==> config.mk <==
export PLATFORM = sky130hd
export DESIGN_NAME = rgu_sig_init
export DESIGN_NICKNAME = d
export VERILOG_FILES = /design/src/sv/rgu_pkg.sv /design/src/sv/rgu_sig_init.sv
export SDC_FILE = /design/constraint.sdc
export NUM_CORES = 1
export LEC_CHECK = 0
export ABC_CLOCK_PERIOD_IN_PS = 9000
export BUFFER_PORTS_ARGS = -buffer_cell sky130_fd_sc_hd__buf_2
export CORE_MARGIN = 2
export CORE_UTILIZATION = 46
export CTS_CLUSTER_DIAMETER = 80
export DETAILED_ROUTE_END_ITERATION = 10
export PLACE_DENSITY = 0.7
export SYNTH_ARGS = -nofsm -noshare
export SYNTH_HDL_FRONTEND = slang
export SYNTH_SLANG_ARGS = --single-unit
==> constraint.sdc <==
create_clock -name aclk -period 9 [get_ports aclk]
set_input_delay 0.45 -clock aclk [delete_from_list [all_inputs] [get_ports aclk]]
set_output_delay 0.45 -clock aclk [all_outputs]
set_load 0.02 [all_outputs]
==> src/sv/rgu_pkg.sv <==
`default_nettype none

package rgu_pkg;

    // Default layer sizes
    localparam int VISIBLE_UNITS_DEF = 64;
    localparam int HIDDEN_UNITS_DEF  = 64;
    localparam int LABEL_UNITS_DEF   = 32;

    // Accumulator width: 16-bit bias plus up to 128 16-bit weights
    localparam int ACC_W = 24;

    // Sigmoid half table: p(k) for k = 0..512
    localparam int SIG_DEPTH = 513;
    localparam int SIG_AW    = 10;
    localparam int SIG_HALF  = 512;

    // e^(-1/64) in Q0.32
    localparam logic [31:0] EXP_STEP = 32'd4228380000;

    typedef enum logic [3:0] {
        OP_WR_VH   = 4'd0,
        OP_WR_LH   = 4'd1,
        OP_WR_VB   = 4'd2,
        OP_WR_HB   = 4'd3,
        OP_WR_LB   = 4'd4,
        OP_SET_VIS = 4'd5,
        OP_SET_LAB = 4'd6,
        OP_SMP_HID = 4'd7,
        OP_SMP_VIS = 4'd8,
        OP_SMP_LAB = 4'd9
    } opcode_t;

    typedef struct packed {
        logic [3:0]         opcode;
        logic [5:0]         row_index;
        logic [5:0]         column_index;
        logic signed [15:0] write_value;
        logic [15:0]        uniform_random;
    } in_t;

    typedef struct packed {
        logic [15:0]        probability;
        logic               sampled_bit;
        logic signed [15:0] net_input;
    } out_t;

    // Table write from the init sequencer
    typedef struct packed {
        logic              we;
        logic [SIG_AW-1:0] addr;
        logic [15:0]       data;
    } sig_wr_t;

    typedef enum logic [2:0] {
        INIT_SETUP,
        INIT_DIV,
        INIT_WRITE,
        INIT_STEP,
        INIT_DONE
    } init_state_t;

    typedef enum logic [2:0] {
        ST_IDLE,
        ST_BIAS,
        ST_SUM,
        ST_DRAIN,
        ST_LOOK,
        ST_PROB,
        ST_DONE
    } smp_state_t;

endpackage

`default_nettype wire

==> src/sv/rgu_sig_init.sv <==
`default_nettype none

module rgu_sig_init import rgu_pkg::*; (
    input  wire logic aclk,
    input  wire logic aresetn,
    output sig_wr_t   sig_wr,
    output logic      done
);

    init_state_t state_reg, state_next;

    logic [SIG_AW-1:0] k_reg, k_next;
    logic [32:0]       ek_reg, ek_next;
    logic [48:0]       rem_reg, rem_next;
    logic [49:0]       dsh_reg, dsh_next;
    logic [16:0]       q_reg, q_next;
    logic [4:0]        bit_reg, bit_next;
    logic [64:0]       prod_reg, prod_next;

    logic [33:0] d_val;
    logic        ge;
    logic [64:0] rnd_sum;

    // d = 2^32 + e_k
    assign d_val   = 34'(ek_reg) + 34'h1_0000_0000;
    assign ge      = {1'b0, rem_reg} >= dsh_reg;
    assign rnd_sum = prod_reg + 65'(64'h8000_0000);

    // Next state
    always_comb begin
        state_next = state_reg;
        case (state_reg)
            INIT_SETUP: state_next = INIT_DIV;
            INIT_DIV:   if (bit_reg == 5'd0) state_next = INIT_WRITE;
            INIT_WRITE: state_next = INIT_STEP;
            INIT_STEP:  state_next = (k_reg == SIG_AW'(SIG_HALF)) ? INIT_DONE : INIT_SETUP;
            INIT_DONE:  state_next = INIT_DONE;
            default:    state_next = INIT_SETUP;
        endcase
    end

    // Outputs
    always_comb begin
        sig_wr.we   = (state_reg == INIT_WRITE);
        sig_wr.addr = k_reg;
        sig_wr.data = q_reg[15:0];
        done        = (state_reg == INIT_DONE);
    end

    // Datapath: restoring divide, then e_k update through the multiplier
    always_comb begin
        k_next    = k_reg;
        ek_next   = ek_reg;
        rem_next  = rem_reg;
        dsh_next  = dsh_reg;
        q_next    = q_reg;
        bit_next  = bit_reg;
        prod_next = prod_reg;
        case (state_reg)
            INIT_SETUP: begin
                rem_next = {1'b1, 48'd0} + 49'(d_val[33:1]);
                dsh_next = {d_val, 16'd0};
                q_next   = '0;
                bit_next = 5'd16;
            end
            INIT_DIV: begin
                if (ge) begin
                    rem_next = rem_reg - dsh_reg[48:0];
                end
                q_next   = {q_reg[15:0], ge};
                dsh_next = {1'b0, dsh_reg[49:1]};
                bit_next = bit_reg - 5'd1;
            end
            INIT_WRITE: begin
                prod_next = 65'(ek_reg) * 65'(EXP_STEP);
            end
            INIT_STEP: begin
                ek_next = rnd_sum[64:32];
                k_next  = k_reg + SIG_AW'(1);
            end
            default: ;
        endcase
    end

    always_ff @(posedge aclk) begin
        if (!aresetn) begin
            state_reg <= INIT_SETUP;
            k_reg     <= '0;
            ek_reg    <= {1'b1, 32'd0};
        end else begin
            state_reg <= state_next;
            k_reg     <= k_next;
            ek_reg    <= ek_next;
        end
        rem_reg  <= rem_next;
        dsh_reg  <= dsh_next;
        q_reg    <= q_next;
        bit_reg  <= bit_next;
        prod_reg <= prod_next;
    end

endmodule

`default_nettype wire

Yosys cells after proc, flatten, opt, wreduce, memory -nomap -nowiden
Cells that the tools add are included.

word-level totals
  bits in registers = 226
  output and inout bits = 28
  word-level logic and storage cells = 35
  input port bits = 2

operators by class
  muxes and demuxes = 8
  add/subtract/negate cells = 6
  $mul = 1
  order comparisons = 1
  reduce and logical (&&, ||, !) cells = 4
  equality and inequality tests = 7

operators with widths
  operator                                                               number
  50-bit case mux with 2 select lines                                    1
  49-bit case mux with 2 select lines                                    1
  65-bit by 32-bit adder with 65-bit output, second input constant       1
  33-bit by 27-bit multiplier with 60-bit output, second input constant  1
  49-bit by 50-bit greater-or-equal comparator with 1-bit output         1
  49-bit by 33-bit adder with 49-bit output, first input constant        1
  49-bit two-way mux                                                     1
  49-bit subtractor                                                      1
  33-bit by 33-bit adder with 34-bit output, second input constant       1
  16-bit case mux with 2 select lines                                    1
  3-bit case mux with 5 select lines                                     1
  10-bit by 1-bit adder with 10-bit output, second input constant        1
  10-bit == test, second input constant                                  1
  5-bit case mux with 2 select lines                                     1
  3-bit by 2-bit == test with 1-bit output, second input constant        2
  3-bit two-way mux                                                      2
  5-bit logical NOT                                                      1
  5-bit by 1-bit subtractor with 5-bit output, second input constant     1
  2-bit inequality test, second input constant                           2
  3-bit by 1-bit == test with 1-bit output, second input constant        1
  3-bit == test, second input constant                                   1
  3-bit logical NOT                                                      1
  2-bit AND reduction                                                    1
  2-bit nonzero test                                                     1

Longest topological paths before layout
  word-level depth = 3
  mapped depth = 25
  mapped depth without buffers = 25

Worst setup path before layout
Ideal clock, no wire load.

  path type = register to register
  from = register state_reg[2]
  to = register rem_reg[0] (enable)
  buffers on the path = 1
  period minus slack after synthesis = 7.000 ns
  setup slack = 2.000 ns
  arrival time = 6.469 ns
  stages on the path, launching flop included = 4
  data required time = 8.469 ns
  library setup time = 0.531 ns
  path through = dfxtp_1 -> nor2_1 -> clkbuf_1 -> a21boi_0

on the way
  longest elaborated chain between the ends = 3
  elaborated cells between the ends (all ways) = 5
  classes of those cells = eq/ne (2); reduce/logical (3)

ends and longest elaborated chain
  what                                                                                  line                RTL
  start, declared                                                                       rgu_sig_init.sv:10  init_state_t state_reg, state_next;
  start signal, assigned                                                                rgu_sig_init.sv:91  state_reg <= state_next;
  3-bit by 1-bit == test with 1-bit output / 3-bit logical NOT (equally long branches)  rgu_sig_init.sv:59  case (state_reg)
  2-bit inequality test (no source line) / 2-bit nonzero test (equally long branches)   --
  2-bit AND reduction (no source line) *                                                --
  end signal, assigned                                                                  rgu_sig_init.sv:95  rem_reg <= rem_next;
  end, declared                                                                         rgu_sig_init.sv:14  logic [48:0] rem_reg, rem_next;

Every way passes the cells marked *; elsewhere a longest branch is shown, timed or not.
A chain may end at the register's enable or synchronous reset.

Worst setup path after layout
  from = register ek_reg[0]
  to = register prod_reg[54] (data pin)

on the way
  longest elaborated chain between the ends = 1

ends and longest elaborated chain
  what                                            line                RTL
  start, declared                                 rgu_sig_init.sv:13  logic [32:0] ek_reg, ek_next;
  start signal, assigned                          rgu_sig_init.sv:89  ek_reg <= {1'b1, 32'd0};
  start signal, assigned                          rgu_sig_init.sv:93  ek_reg <= ek_next;
  33-bit by 27-bit multiplier with 60-bit output  rgu_sig_init.sv:75  prod_next = 65'(ek_reg) * 65'(EXP_STEP);
  end signal, assigned                            rgu_sig_init.sv:99  prod_reg <= prod_next;
  end, declared                                   rgu_sig_init.sv:18  logic [64:0] prod_reg, prod_next;

No other way between the ends.

==> impl_results.md <==
- DR iter-0 viols: ~1.1k
- WS Path Type: reg -> reg
- First-pass GRT wire length: roughly 110000 um
- GRT Util Overall: ~26%
- Fill cell count: just over 5k
- Ant diodes: 0
- Primary FF master, synth: edfxtp_1
- Root Driver: clkbuf_16
- WP data required: just over 9 ns
- Pwr/cell area: around 240 nW/um^2
- Switching power: just over 3000 uW
- CTS Buffer Depth: 2
- Int Pwr: 3350 uW
- CTS H-Tree Depth: 4
- Switching share of power: 47.5%
- Core ar.: roughly 55000 sq um
- Clock Skew: approximately 0.014 ns
- RSZ-0062 raised after global routing: false
- Outcome: finished, final reports clean
- Final min period: roughly 7.8 ns
- Clock share of power: approximately an eighth
- Setup TNS: 0 ns
- Final Max Tran Viols: 0
- Floorplan row count: 86
- Max IR drop VDD: 0.176 mV
- Final-report hold violation count: 0
- Clock transition at path regs: around 0.08 ns
- Die area: between 50000 and 60000 sq um
- Tcrit/Tclk final: around 86%
- F_max: around 0.13 GHz
- Die width: about 240 um
- #FFs+latches synth: 200
- Area grow syn2layout: 6.01%
- Post-route ant nets: 0
- Via/cell ratio: approximately 5.5
- I/O Buffers: 29
- Commonest cells in the netlist: 616 x inv_1, 382 x fa_1, 326 x ha_1
- MaxCap Viol Count: 0
- CTS Buf Count: 17
- Post-CTS Hold Fix Bufs: 0
- WHS: about 0.24 ns
- Most instantiated library cell after synthesis: inv_1
- Setup violations, final: 0
- Max reg flops: 50
- Crit path capture type: flop
- Initial core utilization: between 40 and 50%
- Vias: 17.8k
- Share of power burned in combinational logic: ~65%
- Avg Inst Size Synth: ~10 sq um
- Largest cells by area after synthesis: fa_1 30%, edfxtp_1 18%, ha_1 16%
- GP Congestion: between 0.9 and 1
- Routed WL: 68500 um
- Post-synth top area share: 30.1%
- CP Launch Type: flop
- Worst slack, placed: ~1.3 ns
- Ys Warns: 0
- Design Power: about 6400 uW
- Avg WL per Cell: ~21 um
- Sequential Power Share: approximately 23%
- Ys async rst share: 0%
- Post-synth EDFFs: ~150
- Netlist cell types: 69
- Share of layout cells above drive strength 1: under 10%
- Worst Slack Setup Final: 1.24 ns
- CTS-repair resized insts: 0
- Post-synth design cell area: approximately 25000 sq um
- Die Height: 239 um
- Grt total ovfl: 0
- Slew at the pin with the worst max-slew slack: between 1 and 1.5 ns
- Post-CTS setup buffers: 0
- I/O pins: 30
- Clk sink count: 200
- Slew margin rel.: about 28%
- Detailed placement HPWL: just under 60000 um
- TritonCTS clock tree: yes
- Syn Inst Count: approximately 2.5k
- Drt pass-1 iters: 5
- Register area share after synthesis: a little over a fifth
- # DRC: 0
- Max Fanout on Critical Path: 10
- Antenna violations before repair: 0
- Area leader, netlist: fa_1
- Vias in the first global route: approximately 19k
- Skew-Pair Late Insertion Delay: approximately 0.5 ns
- Min-delay worst type: in -> reg
- Largest net degree at the start of global routing: between 70 and 80
- CP arrival: 8.02 ns
- Lkg Pwr: 0.0132 uW
- Total Nets Final: 3249
- Syn Nets: ~3.2k
[power groups by stage]
stage	clock (uW)	combinational, uW	sequential (uW)
finish	827	4130	1440
detailed placement	0	4070	1460
floorplan	0	3110	1450
global route	876	4670	1460
global placement	0	4010	1450
CTS	844	4120	1440
[critical path, cell delays in order (launching register included)]
cell and delay, ns:
dfxtp_1 0.71, inv_1 0.26, fa_1 0.59, inv_1 0.07, fa_1 0.49, inv_1 0.06, fa_1 0.49, fa_1 0.52
inv_1 0.06, fa_1 0.51, fa_1 0.56, inv_1 0.06, fa_1 0.54, inv_1 0.04, ha_1 0.36, a21oi_1 0.17
o21ai_0 0.14, a211oi_1 0.25, o211ai_1 0.23, a31oi_1 0.49, o21bai_1 0.22, o21ai_0 0.34, o21ai_0 0.17, xor2_1 0.16
[cell families (layout without fill, tap and decap cells)]
group,count (synthesis),count (layout),share of synthesized area (%)
AOI/OAI and AO/OA,412,412,10.3
xor gates and xnor gates,104,104,3.59
adders and majority gates,708,708,46.2
buffers and inverters,668,687,9.92
DFF,200,200,21.8
muxes,2,2,0.0789
and+or+nand+nor,439,439,8.05
[metrics by stage]
step	std cells	util [%]	cell area (sq um)
floorplan	2533	-	25400
global placement	3224	47.9	26300
detailed placement	3224	47.9	26300
CTS	3256	49.0	26900
global route	3256	49.0	26900
finish	3256	49.0	26900
[cell type report]
cell class / instances / area, sq um / share of cell area, %
Multi-Input combinational cell: 1665 / 17400 / 64.5
Sequential cell: 200 / 5550 / 20.6
Inverter: 617 / 2320 / 8.61
Tap cell: 704 / 881 / 3.27
Clock buffer: 18 / 439 / 1.63
Timing Repair Buffer: 38 / 213 / 0.790
Clock inverter: 14 / 161 / 0.600
[layout by cell type, fill, tap and decap left out, types with 34 or more instances in the layout]
cell and n:
nand3_1 45, a21oi_1 110, dfxtp_1 46, a21o_1 34, ha_1 326, fa_1 382
edfxtp_1 154, nand2_1 130, xor2_1 55, and3_1 39, xnor2_1 49, o21ai_0 124
nor2_1 126, inv_1 616
[path summary, 6_finish.rpt]
path / start / cells after the start / slack (ns) / end
setup / recovery: ek_reg[0]$_SDFFE_PN0P_ / 23 / 1.24 / prod_reg[54]$_DFFE_PP_
hold / removal: aresetn / 2 / 0.24 / ek_reg[32]$_SDFFE_PN1P_
setup reg to reg: ek_reg[0]$_SDFFE_PN0P_ / 23 / 1.24 / prod_reg[54]$_DFFE_PP_
hold reg to reg: k_reg[8]$_SDFFE_PN0P_ / 2 / 0.51 / k_reg[8]$_SDFFE_PN0P_
[routing by layer]
| metal | vias up | routed length (um) | track usage (%) |
|---|---|---|---|
| met5 | - | 0 | 0 |
| met4 | 0 | 2120 | 7.86 |
| met3 | 88 | 3760 | 5.67 |
| met2 | 422 | 32100 | 40.6 |
| met1 | 9034 | 30500 | 34.9 |
| li1 | 8253 | - | - |
No activity file was read; power rests on OpenSTA's default activity.
