<file path="config.mk">
export PLATFORM = sky130hd
export DESIGN_NAME = rgu_ram
export DESIGN_NICKNAME = d
export VERILOG_FILES = /design/src/sv/rgu_ram.sv
export SDC_FILE = /design/constraint.sdc
export NUM_CORES = 1
export LEC_CHECK = 0
export BUFFER_PORTS_ARGS = -buffer_cell sky130_fd_sc_hd__clkbuf_2
export CORE_MARGIN = 2
export CORE_UTILIZATION = 35
export CTS_CLUSTER_SIZE = 12
export DETAILED_ROUTE_END_ITERATION = 10
export SYNTH_ARGS = -nofsm -noshare
export SYNTH_HDL_FRONTEND = slang
export SYNTH_SLANG_ARGS = --single-unit
</file>
<file path="constraint.sdc">
create_clock -name aclk -period 1.9 [get_ports aclk]
set_input_delay 0 -clock aclk [delete_from_list [all_inputs] [get_ports aclk]]
set_output_delay 0 -clock aclk [all_outputs]
set_load 0.01 [all_outputs]
</file>
<file path="src/sv/rgu_ram.sv">
`default_nettype none

module rgu_ram #(
    parameter int WIDTH = 16,
    parameter int DEPTH = 64,
    localparam int AW = (DEPTH > 1) ? $clog2(DEPTH) : 1
) (
    input  wire logic             aclk,
    input  wire logic             we,
    input  wire logic [AW-1:0]    waddr,
    input  wire logic [WIDTH-1:0] wdata,
    input  wire logic [AW-1:0]    raddr,
    output logic      [WIDTH-1:0] rdata
);

    logic [WIDTH-1:0] mem [DEPTH];

    // One write port, one registered read port
    always_ff @(posedge aclk) begin
        if (we) begin
            mem[waddr] <= wdata;
        end
        rdata <= mem[raddr];
    end

endmodule

`default_nettype wire

</file>
# --- Yosys cells after proc, flatten, opt, wreduce, memory -nomap -nowiden ---
# Memory sizes are Yosys's and may differ from the RTL's. A register that Yosys moved wholly into a read port is not among the register bits.
# Index checks and enable logic that the tools add are counted.
# Widths: inputs -> output; s select.
totals:
  regBits: 0
  ramBits: 1024
  word_cells: 3
  memories: 1
classes:
  muxes: 2
mem_list:
  columns: ["name", "depth", "word_bits", "rd", "rd_clocked_by_memory_dff", "wr", "line_no", "rtl"]
  rows:
  - ["mem", 64, 16, 1, 1, 1, "16", "logic [WIDTH-1:0] mem [DEPTH];"]
ops:
  columns: ["operator", "n"]
  rows:
  - ["$mux 1", 2]

# --- Depth between registers and ports, before layout ---
# Gate-level depths: netlist of the first run.
depth:
  depth_word: 2
  depth_mapped: 10

# --- Worst setup path after synthesis of the first run ---
# No wires, ideal clock.
synth_path:
  kind: "input to register"
  startpoint: "in waddr[3]"
  endpoint: "mem mem[48][0], enable pin"
  setup_ps: 409
  arrival_time_ps: 1626
  t_required_ps: 1491
  path_slack_ps: -135
  stages: 4
  path_buffers: 1
  path_cell_list: "clkbuf_1 > nor2b_1 > nand4b_1 > nor3_1"
synth_lines:
  columns: ["element", "line_no", "rtl"]
  rows:
  - ["start, declared", "10", "input wire logic [AW-1:0] waddr,"]
  - ["end, declared", "16", null]
# Straight into the memory's write port.

==> results.py, run 1 <==
metrics = {
    "outcome": {
        "outcome": "finished with violations",
        "violations": "negative setup slack",
    },
    "flow_run": {
        "max_cap_viol_count": 0,
    },
    "synthesis": {
        "ys_seq_elements": 1040,
        "syn_area_per_cell_um2": 21.9,
        "seq_area_frac_synth": 0.776,
        "syn_nets": 1859,
        "ys.flop_type": "edfxtp_1",
        "synth-edff-count": 1024,
        "syn-cell-area_mm2": 0.0400,
        "async_reset_ff_frac": 0,
        "synthDistinctLibCells": 43,
        "yosys_warnings": 0,
        "postSynthCellCount": 1829,
    },
    "timing": {
        "fmax_ghz": 0.523,
        "period_share": 1.01,
        "setup_viol": 1,
        "grt_setup_unrepaired": "yes",
        "period_needed_ns": 1.91,
        "hold_slack_ns": 0.0346,
        "setup_slack_ns": -0.0131,
        "finalHoldViolCount": 0,
        "clock_skew_ns": 0.0194,
        "slew_headroom": 0.467,
        "maxSlewViolCount": 0,
        "worst_pin_slew_ns": 0.799,
    },
    "floorplan": {
        "die_x_um": 342,
        "dieArea_mm2": 0.117,
        "io_pins": 46,
        "die_height_um": 342,
        "core_area_mm2": 0.114,
        "start_util": 0.352,
        "num_rows": 124,
    },
    "global_route": {
        "overflow": 0,
        "antenna_found_initial": 8,
        "grt_max_degree": 65,
        "grt_pass1_vias": 20283,
        "groute.usage.overall": 0.171,
        "grt_first_pass_wirelength_mm": 144,
    },
    "drt": {
        "wl_per_cell_um": 26.5,
        "drt_pass1_iterations": 5,
        "drtIter0Drc": 2107,
        "drc": 0,
        "detail-route-antenna-nets": 0,
        "viasPerCell": 5.28,
        "finalWirelength_mm": 99.7,
        "vias": 19848,
    },
    "clock_tree": {
        "post_cts_buffers": 0,
        "htree_levels": 3,
        "clock_tree.buffer_depth": 3,
        "worstSkewPairLatency_ns": 0.68,
        "cts-buffers-inserted": 107,
        "cts_root_buf": "clkbuf_16",
        "path_clk_slew_ns": 0.06,
        "cts_tree": "yes",
        "cts.sinks": 1040,
    },
    "power_and_ir_drop": {
        "ir_worst_vdd_uv": 752,
        "p_leak_uw": 0.0154,
        "p_per_area_mw_per_mm2": 998,
    },
    "place": {
        "place_congestion": 0.835,
        "io_buffers": 45,
        "pre_cts_slack_ns": -0.342,
        "dp.final_hpwl_mm": 63.1,
    },
    "setup_path": {
        "path_class": "flop to flop",
        "cp_max_fo": 1,
        "critPathRequiredTime_ns": 2.43,
        "startpoint": "mem[31][0]$_DFFE_PP_",
        "r2r_start": "mem[31][0]$_DFFE_PP_",
        "start_kind": "flop",
        "critPathCaptureType": "flop",
        "worstPathArrival_ns": 2.44,
    },
    "finish": {
        "nFillCells": 9856,
        "layout_commonest_cell": "edfxtp_1",
        "fin_nets": 2201,
        "postLayoutCoreUtil": 0.421,
        "final_cell_mix": "edfxtp_1, mux4_2, buf_4",
        "layout-drive-gt1-share": 0.324,
        "area_growth_pct": 19.8,
    },
    "hold_path": {
        "hp-class": "primary input to flop",
        "min-delay-start": "wdata[3]",
    },
}
## worst paths after layout
path	to	slack, ns	depth (start not counted)
max	rdata[0]$_DFF_P_	-0.01	7
min	mem[59][3]$_DFFE_PP_	0.03	2
max reg2reg	rdata[0]$_DFF_P_	-0.01	7
min reg2reg	rdata[12]$_DFF_P_	0.89	4
## stage by stage
step	cells	area, um^2	total power [uW]	setup TNS, ns
2_1_floorplan	1829	40100	27300	-6.95
3_3_place_gp	3561	44500	28700	-2.35
3_5_place_dp	3561	44500	28800	-2.61
4_1_cts	3760	47900	48200	-0.0253
5_1_grt	3760	48000	49300	-0.0376
6_report	3760	48000	47900	-0.0131
## layout make-up
cell class              count  area [um^2]  area share
clock buffers             146         2910      0.0606
repair buffers            337         3400      0.0708
clock inverters            39          329     0.00686
flip-flops and latches   1040        31100       0.648
diodes                      1         2.50   0.0000522
multi-input cells         685         8370       0.175
well taps                1512         1890      0.0394
## power breakdown
part / internal [uW] / switching (uW)
combinational: 1180 / 1620
clock: 11200 / 8360
sequential: 25400 / 124
total: 37800 / 10100
## per-layer routing
metal  GRT usage  vias up  routed length (um)
met4      0.0503        6                2590
li1            -     8368                   -
met3      0.0429      142                8720
met5           0        -                  36
met1       0.235    10540               41200
met2       0.269      792               47200
## logic make-up (layout without fill, tap and decap cells)
group / Yosys count / in the layout / synth area share
flip-flops: 1040 / 1040 / 0.776
multiplexers: 336 / 336 / 0.155
AND/OR/NAND/NOR: 220 / 220 / 0.0265
AO/OA/AOI/OAI: 129 / 129 / 0.0241
buffers and inverters: 104 / 522 / 0.0183
other: 0 / 1 / 0
## flip-flops by register name (all words and copies together), names as in the netlist
signal	cells
rdata	16
mem	1024
## critical path, stage by stage, from the launching register on
cell	delay (ns)
edfxtp_1	0.36
mux4_2	0.53
mux2i_2	0.22
buf_4	0.18
nand3_2	0.09
a31oi_1	0.17
buf_4	0.17
a311oi_2	0.05
## synthesized netlist by cell type (all sizes together) (17+ instances only)
library cell  instances  share of area
edfxtp             1024           0.77
mux4                224           0.13
mux2i                85          0.021
buf                  77          0.016
nor2                 74         0.0071
nand2                60         0.0058
a22oi                39         0.0073
nor2b                30         0.0047
clkbuf               27         0.0027
mux2                 27         0.0076
nand3                24         0.0030
a21oi                17         0.0021
## what timing repair did
action	in CTS	in global routing
pin swaps	2	10
hold endpoints to repair	648	0
gates resized for setup	10	12
endpoints found under the setup margin	6	9
hold buffers	14	0
Note: power is estimated with default switching activity, not from simulation.
==> inputs of run 2 (changes only) <==
--- a/config.mk
+++ b/config.mk
@@ -10,6 +10,7 @@
 export CORE_UTILIZATION = 35
 export CTS_CLUSTER_SIZE = 12
 export DETAILED_ROUTE_END_ITERATION = 10
+export SETUP_SLACK_MARGIN = 0.05
 export SYNTH_ARGS = -nofsm -noshare
 export SYNTH_HDL_FRONTEND = slang
 export SYNTH_SLANG_ARGS = --single-unit
==> run 2 against run 1 <==
Effect of this change:
- clock skew is essentially flat
- flip-flop and latch count is the same
- die area is the same
- combinational power is essentially flat
- register-to-register slack is essentially flat
- largest cell class unchanged
- first-iteration DRC count grew 7.1%
- critical endpoint unchanged
- largest power group unchanged
- non-clock buffer count grew 1
- the run still ends with negative setup slack left
==> results.py, run 2 (synthesis results as in run 1) <==
metrics = {
    "hold_path": {
        "holdPathStages": 2,
        "hp-class": "primary input to flop",
        "holdPathEnd": "mem[59][3]$_DFFE_PP_",
        "min-delay-start": "wdata[3]",
    },
    "setup_path": {
        "cp_max_fo": 1,
        "start_kind": "flop",
        "path_class": "flop to flop",
        "r2r_start": "mem[31][0]$_DFFE_PP_",
        "r2r_slack_ns": -0.009,
        "r2r_end": "rdata[0]$_DFF_P_",
        "critPathRequiredTime_ns": 2.43,
        "critPathCaptureType": "flop",
        "ff2ff_path_depth": 7,
        "worstPathArrival_ns": 2.44,
    },
    "drt": {
        "drc": 0,
        "drt_pass1_iterations": 6,
        "met3RoutedLength_mm": 8.55,
        "vias": 19946,
        "viasPerCell": 5.30,
        "drtIter0Drc": 2256,
        "m1WireLength_mm": 41.4,
        "finalWirelength_mm": 99.8,
        "detail-route-antenna-nets": 0,
        "routed.top_layer": "met5",
        "met2RoutedLength_mm": 47.4,
        "wl_per_cell_um": 26.5,
    },
    "finish": {
        "reg_top3": "mem (1024), rdata (16)",
        "layout_commonest_cell": "edfxtp_1",
        "largest_reg_flops": 1024,
        "nFillCells": 9852,
        "regMostFlops": "mem",
        "layout-drive-gt1-share": 0.327,
        "final_cell_mix": "edfxtp_1, mux4_2, buf_4",
        "fin_nets": 2202,
        "area_growth_pct": 19.9,
    },
    "global_route": {
        "overflow": 0,
        "antenna_found_initial": 9,
        "groute.usage.overall": 0.171,
        "grt_first_pass_wirelength_mm": 144,
        "grt_pass1_vias": 20276,
        "grt_max_degree": 65,
    },
    "power_and_ir_drop": {
        "p_per_area_mw_per_mm2": 997,
        "power_uw": 47900,
        "ir_worst_vdd_uv": 752,
        "p_leak_uw": 0.0154,
    },
    "place": {
        "dp.final_hpwl_mm": 63.1,
        "place_congestion": 0.835,
        "io_buffers": 45,
    },
    "flow_run": {
        "max_cap_viol_count": 0,
    },
    "clock_tree": {
        "path_clk_slew_ns": 0.06,
        "htree_levels": 3,
        "cts-buffers-inserted": 107,
        "clock_tree.buffer_depth": 3,
        "cts_tree": "yes",
        "cts.sinks": 1040,
        "cts_root_buf": "clkbuf_16",
        "worstSkewPairLatency_ns": 0.68,
        "post_cts_buffers": 0,
    },
    "timing": {
        "finalHoldViolCount": 0,
        "period_needed_ns": 1.91,
        "grt_setup_unrepaired": "yes",
        "worst_pin_slew_ns": 0.820,
        "setup_viol": 1,
        "fmax_ghz": 0.524,
        "setup_slack_ns": -0.00946,
        "maxSlewViolCount": 0,
        "clock_skew_ns": 0.0195,
        "timing.setup.tns_ns": -0.00946,
        "period_share": 1.00,
        "slew_headroom": 0.453,
    },
    "outcome": {
        "violations": "negative setup slack",
        "outcome": "finished with violations",
    },
    "floorplan": {
        "start_util": 0.352,
        "num_rows": 124,
        "dieArea_mm2": 0.117,
        "die_x_um": 342,
        "io_pins": 46,
        "die_height_um": 342,
        "core_area_mm2": 0.114,
    },
}
## run 2: cell types whose count changed in the layout (fill, tap and decap cells not counted), moves of 2 or more
cell      before  now
nand3_2        1    3
buf_6          2    4
a311oi_1       7    5
a311oi_2       1    3
nand3_1       21   19
## run 2: cell type report
type                       count  area (um^2)  area share
antenna                        2         5.00    0.000104
clock buffer                 146         2910      0.0606
clock inverter                39          329     0.00685
multi-input combinational    685         8400       0.175
sequential                  1040        31100       0.647
tap                         1512         1890      0.0394
timing repair buffer         338         3410      0.0710
## run 2: timing repair
item / in CTS / in global routing
hold buffers: 14 / 0
endpoints found under the setup margin: 8 / 10
pin swaps: 9 / 11
hold endpoints to repair: 648 / 0
resized for setup: 12 / 18
## run 2: routing by layer
layer,vias up,track usage
li1,8370,-
met1,10587,0.235
met2,841,0.270
met3,142,0.0430
met4,6,0.0492
met5,-,0
## run 2: worst max-delay path by stage
stage | from | endpoint | depth (start not counted)
finish | mem[31][0]$_DFFE_PP_ | rdata[0]$_DFF_P_ | 7
global route | mem[10][1]$_DFFE_PP_ | rdata[1]$_DFF_P_ | 6
CTS | mem[27][11]$_DFFE_PP_ | rdata[11]$_DFF_P_ | 7
detailed placement | raddr[0] | rdata[8]$_DFF_P_ | 8
global placement | raddr[0] | rdata[8]$_DFF_P_ | 8
floorplan | waddr[5] | mem[39][0]$_DFFE_PP_ | 4
## run 2: critical path, cell delays in order (launching register included)
cell,delay (ns)
edfxtp_1,0.36
mux4_2,0.53
mux2i_2,0.22
buf_4,0.19
nand3_2,0.09
a31oi_1,0.17
buf_4,0.17
a311oi_2,0.05
## run 2: power breakdown
part | internal [uW] | leakage (uW) | total [uW] | switching, uW
clock network | 11200 | 0.00157 | 19500 | 8350
logic | 1190 | 0.00452 | 2820 | 1630
registers | 25400 | 0.00935 | 25500 | 121
total | 37800 | 0.0154 | 47900 | 10100
## run 2: metrics by stage
stage | utilization | setup slack [ns] | instance area (um^2) | cells | hold slack, ns
5_1_grt | 0.422 | -0.0254 | 48000 | 3761 | 0.0503
2_1_floorplan | - | -0.0578 | 40100 | 1829 | 0.0989
6_report | 0.422 | -0.00946 | 48000 | 3762 | 0.0385
3_3_place_gp | 0.391 | -0.345 | 44500 | 3561 | 0.431
4_1_cts | 0.421 | 0.00970 | 47900 | 3760 | 0.0233
3_5_place_dp | 0.391 | -0.342 | 44500 | 3561 | 0.425
==> inputs of run 3 (changes only) <==
--- a/config.mk
+++ b/config.mk
@@ -8,8 +8,10 @@
 export BUFFER_PORTS_ARGS = -buffer_cell sky130_fd_sc_hd__clkbuf_2
 export CORE_MARGIN = 2
 export CORE_UTILIZATION = 35
+export CTS_CLUSTER_DIAMETER = 100
 export CTS_CLUSTER_SIZE = 12
 export DETAILED_ROUTE_END_ITERATION = 10
+export RECOVER_POWER = 100
 export SETUP_SLACK_MARGIN = 0.05
 export SYNTH_ARGS = -nofsm -noshare
 export SYNTH_HDL_FRONTEND = slang
==> run 3 against run 2 <==
Effect of this change:
- the run ends with max-capacitance violations, max-slew violations left
- fmax rose by 1.6%
- global-route usage about the same
- flip-flop and latch count is the same
- core utilization decreased by 1.4 points
- sequential share of layout area rose by 2.1 points
- sequential power barely moved
- largest power group unchanged
- highest routed layer unchanged
==> results.py, run 3 (synthesis results as in run 1) <==
metrics = {
    "timing": {
        "clock_skew_ns": 0.0254,
        "hold_slack_ns": 0.0755,
        "slew_headroom": -0.125,
        "maxSlewViolCount": 746,
        "grt_setup_unrepaired": "yes",
        "fmax_ghz": 0.532,
        "finalHoldViolCount": 0,
        "period_share": 0.989,
        "period_needed_ns": 1.88,
        "setup_viol": 0,
        "worst_pin_slew_ns": 1.69,
    },
    "drt": {
        "routed.top_layer": "met5",
        "viasPerCell": 5.35,
        "drc": 0,
        "vias": 19892,
        "detail-route-antenna-nets": 0,
        "drtIter0Drc": 2174,
        "m1WireLength_mm": 41.6,
        "met3RoutedLength_mm": 8.37,
        "drt_pass1_iterations": 5,
        "wl_per_cell_um": 26.9,
        "finalWirelength_mm": 100,
        "met2RoutedLength_mm": 47.3,
    },
    "floorplan": {
        "core_area_mm2": 0.114,
        "num_rows": 124,
        "start_util": 0.352,
        "die_height_um": 342,
        "die_x_um": 342,
        "io_pins": 46,
        "dieArea_mm2": 0.117,
    },
    "clock_tree": {
        "htree_levels": 3,
        "cts.sinks": 1040,
        "clock_tree.buffer_depth": 3,
        "path_clk_slew_ns": 0.06,
        "cts_root_buf": "clkbuf_16",
        "cts_tree": "yes",
        "worstSkewPairLatency_ns": 0.67,
        "post_cts_buffers": 0,
        "cts-buffers-inserted": 96,
    },
    "power_and_ir_drop": {
        "power_uw": 45700,
        "p_leak_uw": 0.0147,
        "p_per_area_mw_per_mm2": 984,
        "ir_worst_vdd_uv": 555,
    },
    "finish": {
        "fin_nets": 2190,
        "diodes": 0,
        "layout-drive-gt1-share": 0.289,
        "regMostFlops": "mem",
        "layout_commonest_cell": "edfxtp_1",
        "largest_reg_flops": 1024,
        "reg_top3": "mem (1024), rdata (16)",
        "area_growth_pct": 16.1,
        "final_cell_mix": "edfxtp_1, mux4_2, buf_4",
    },
    "setup_path": {
        "start_kind": "flop",
        "path_class": "flop to flop",
        "critPathRequiredTime_ns": 2.42,
        "worstPathArrival_ns": 2.40,
        "critPathCaptureType": "flop",
        "cp_max_fo": 1,
    },
    "outcome": {
        "outcome": "finished with violations",
        "violations": "max-capacitance violations, max-slew violations",
    },
    "place": {
        "place_congestion": 0.835,
        "io_buffers": 45,
        "dp.final_hpwl_mm": 63.1,
    },
    "hold_path": {
        "hp-class": "primary input to flop",
    },
    "global_route": {
        "grt_pass1_vias": 20209,
        "grt_max_degree": 65,
        "antenna_found_initial": 8,
        "groute.usage.overall": 0.171,
        "overflow": 0,
        "grt_first_pass_wirelength_mm": 144,
    },
    "flow_run": {
        "max_cap_viol_count": 12,
    },
}
-- run 3: cell count changes in the layout (fill, tap and decap cells not counted), moves of 11 or more --
cell,change
clkbuf_1,+81
buf_4,-53
buf_12,-51
clkbuf_2,+26
clkinv_1,-18
clkbuf_16,-13
clkinv_2,-11
-- run 3: cell type report --
class	count	area, um^2
tap	1512	1890
multi-input combinational	685	8430
sequential	1040	31100
timing repair buffer	337	2400
clock buffer	137	2580
clock inverter	7	109
fill	10071	67400
-- run 3: where the power goes --
group          switching, uW  leakage, uW  internal [uW]
Combinational           1630      0.00403           1110
Clock                   8000      0.00129           9470
Sequential               120      0.00935          25400
-- run 3: critical path, stage by stage, from the launching register on --
cell and delay (ns):
edfxtp_1 0.36, mux4_2 0.52, mux2i_2 0.21, buf_4 0.18, nand3_2 0.09, a31oi_1 0.17
buf_4 0.17, a311oi_2 0.05
-- run 3: final timing paths --
path | start | slack (ns) | end | cells after the start
setup / recovery | mem[31][0]$_DFFE_PP_ | 0.02 | rdata[0]$_DFF_P_ | 7
hold / removal | raddr[4] | 0.08 | rdata[6]$_DFF_P_ | 4
setup reg to reg | mem[31][0]$_DFFE_PP_ | 0.02 | rdata[0]$_DFF_P_ | 7
hold reg to reg | mem[2][12]$_DFFE_PP_ | 0.90 | rdata[12]$_DFF_P_ | 4
-- run 3: timing repair --
action,CTS,global route
endpoints found under the hold margin,636,0
setup endpoints to repair,9,13
pin swaps,9,13
gates resized for setup,12,25
hold buffers,13,0
-- run 3: per-layer routing --
| metal | global-route usage | up-vias |
|---|---|---|
| li1 | - | 8306 |
| met1 | 0.234 | 10665 |
| met2 | 0.270 | 760 |
| met3 | 0.0426 | 157 |
| met4 | 0.0513 | 4 |
| met5 | 0 | - |
-- run 3: metrics by stage --
stage          utilization  instance area [um^2]  setup slack [ns]  TNS (ns)  cells
2_1_floorplan            -                 40100           -0.0578     -6.95   1829
3_3_place_gp         0.391                 44500            -0.345     -2.35   3561
3_5_place_dp         0.391                 44500            -0.342     -2.61   3561
4_1_cts              0.416                 47300            0.0190         0   3718
5_1_grt              0.408                 46500           -0.0185   -0.0526   3718
6_report             0.408                 46500            0.0201         0   3718
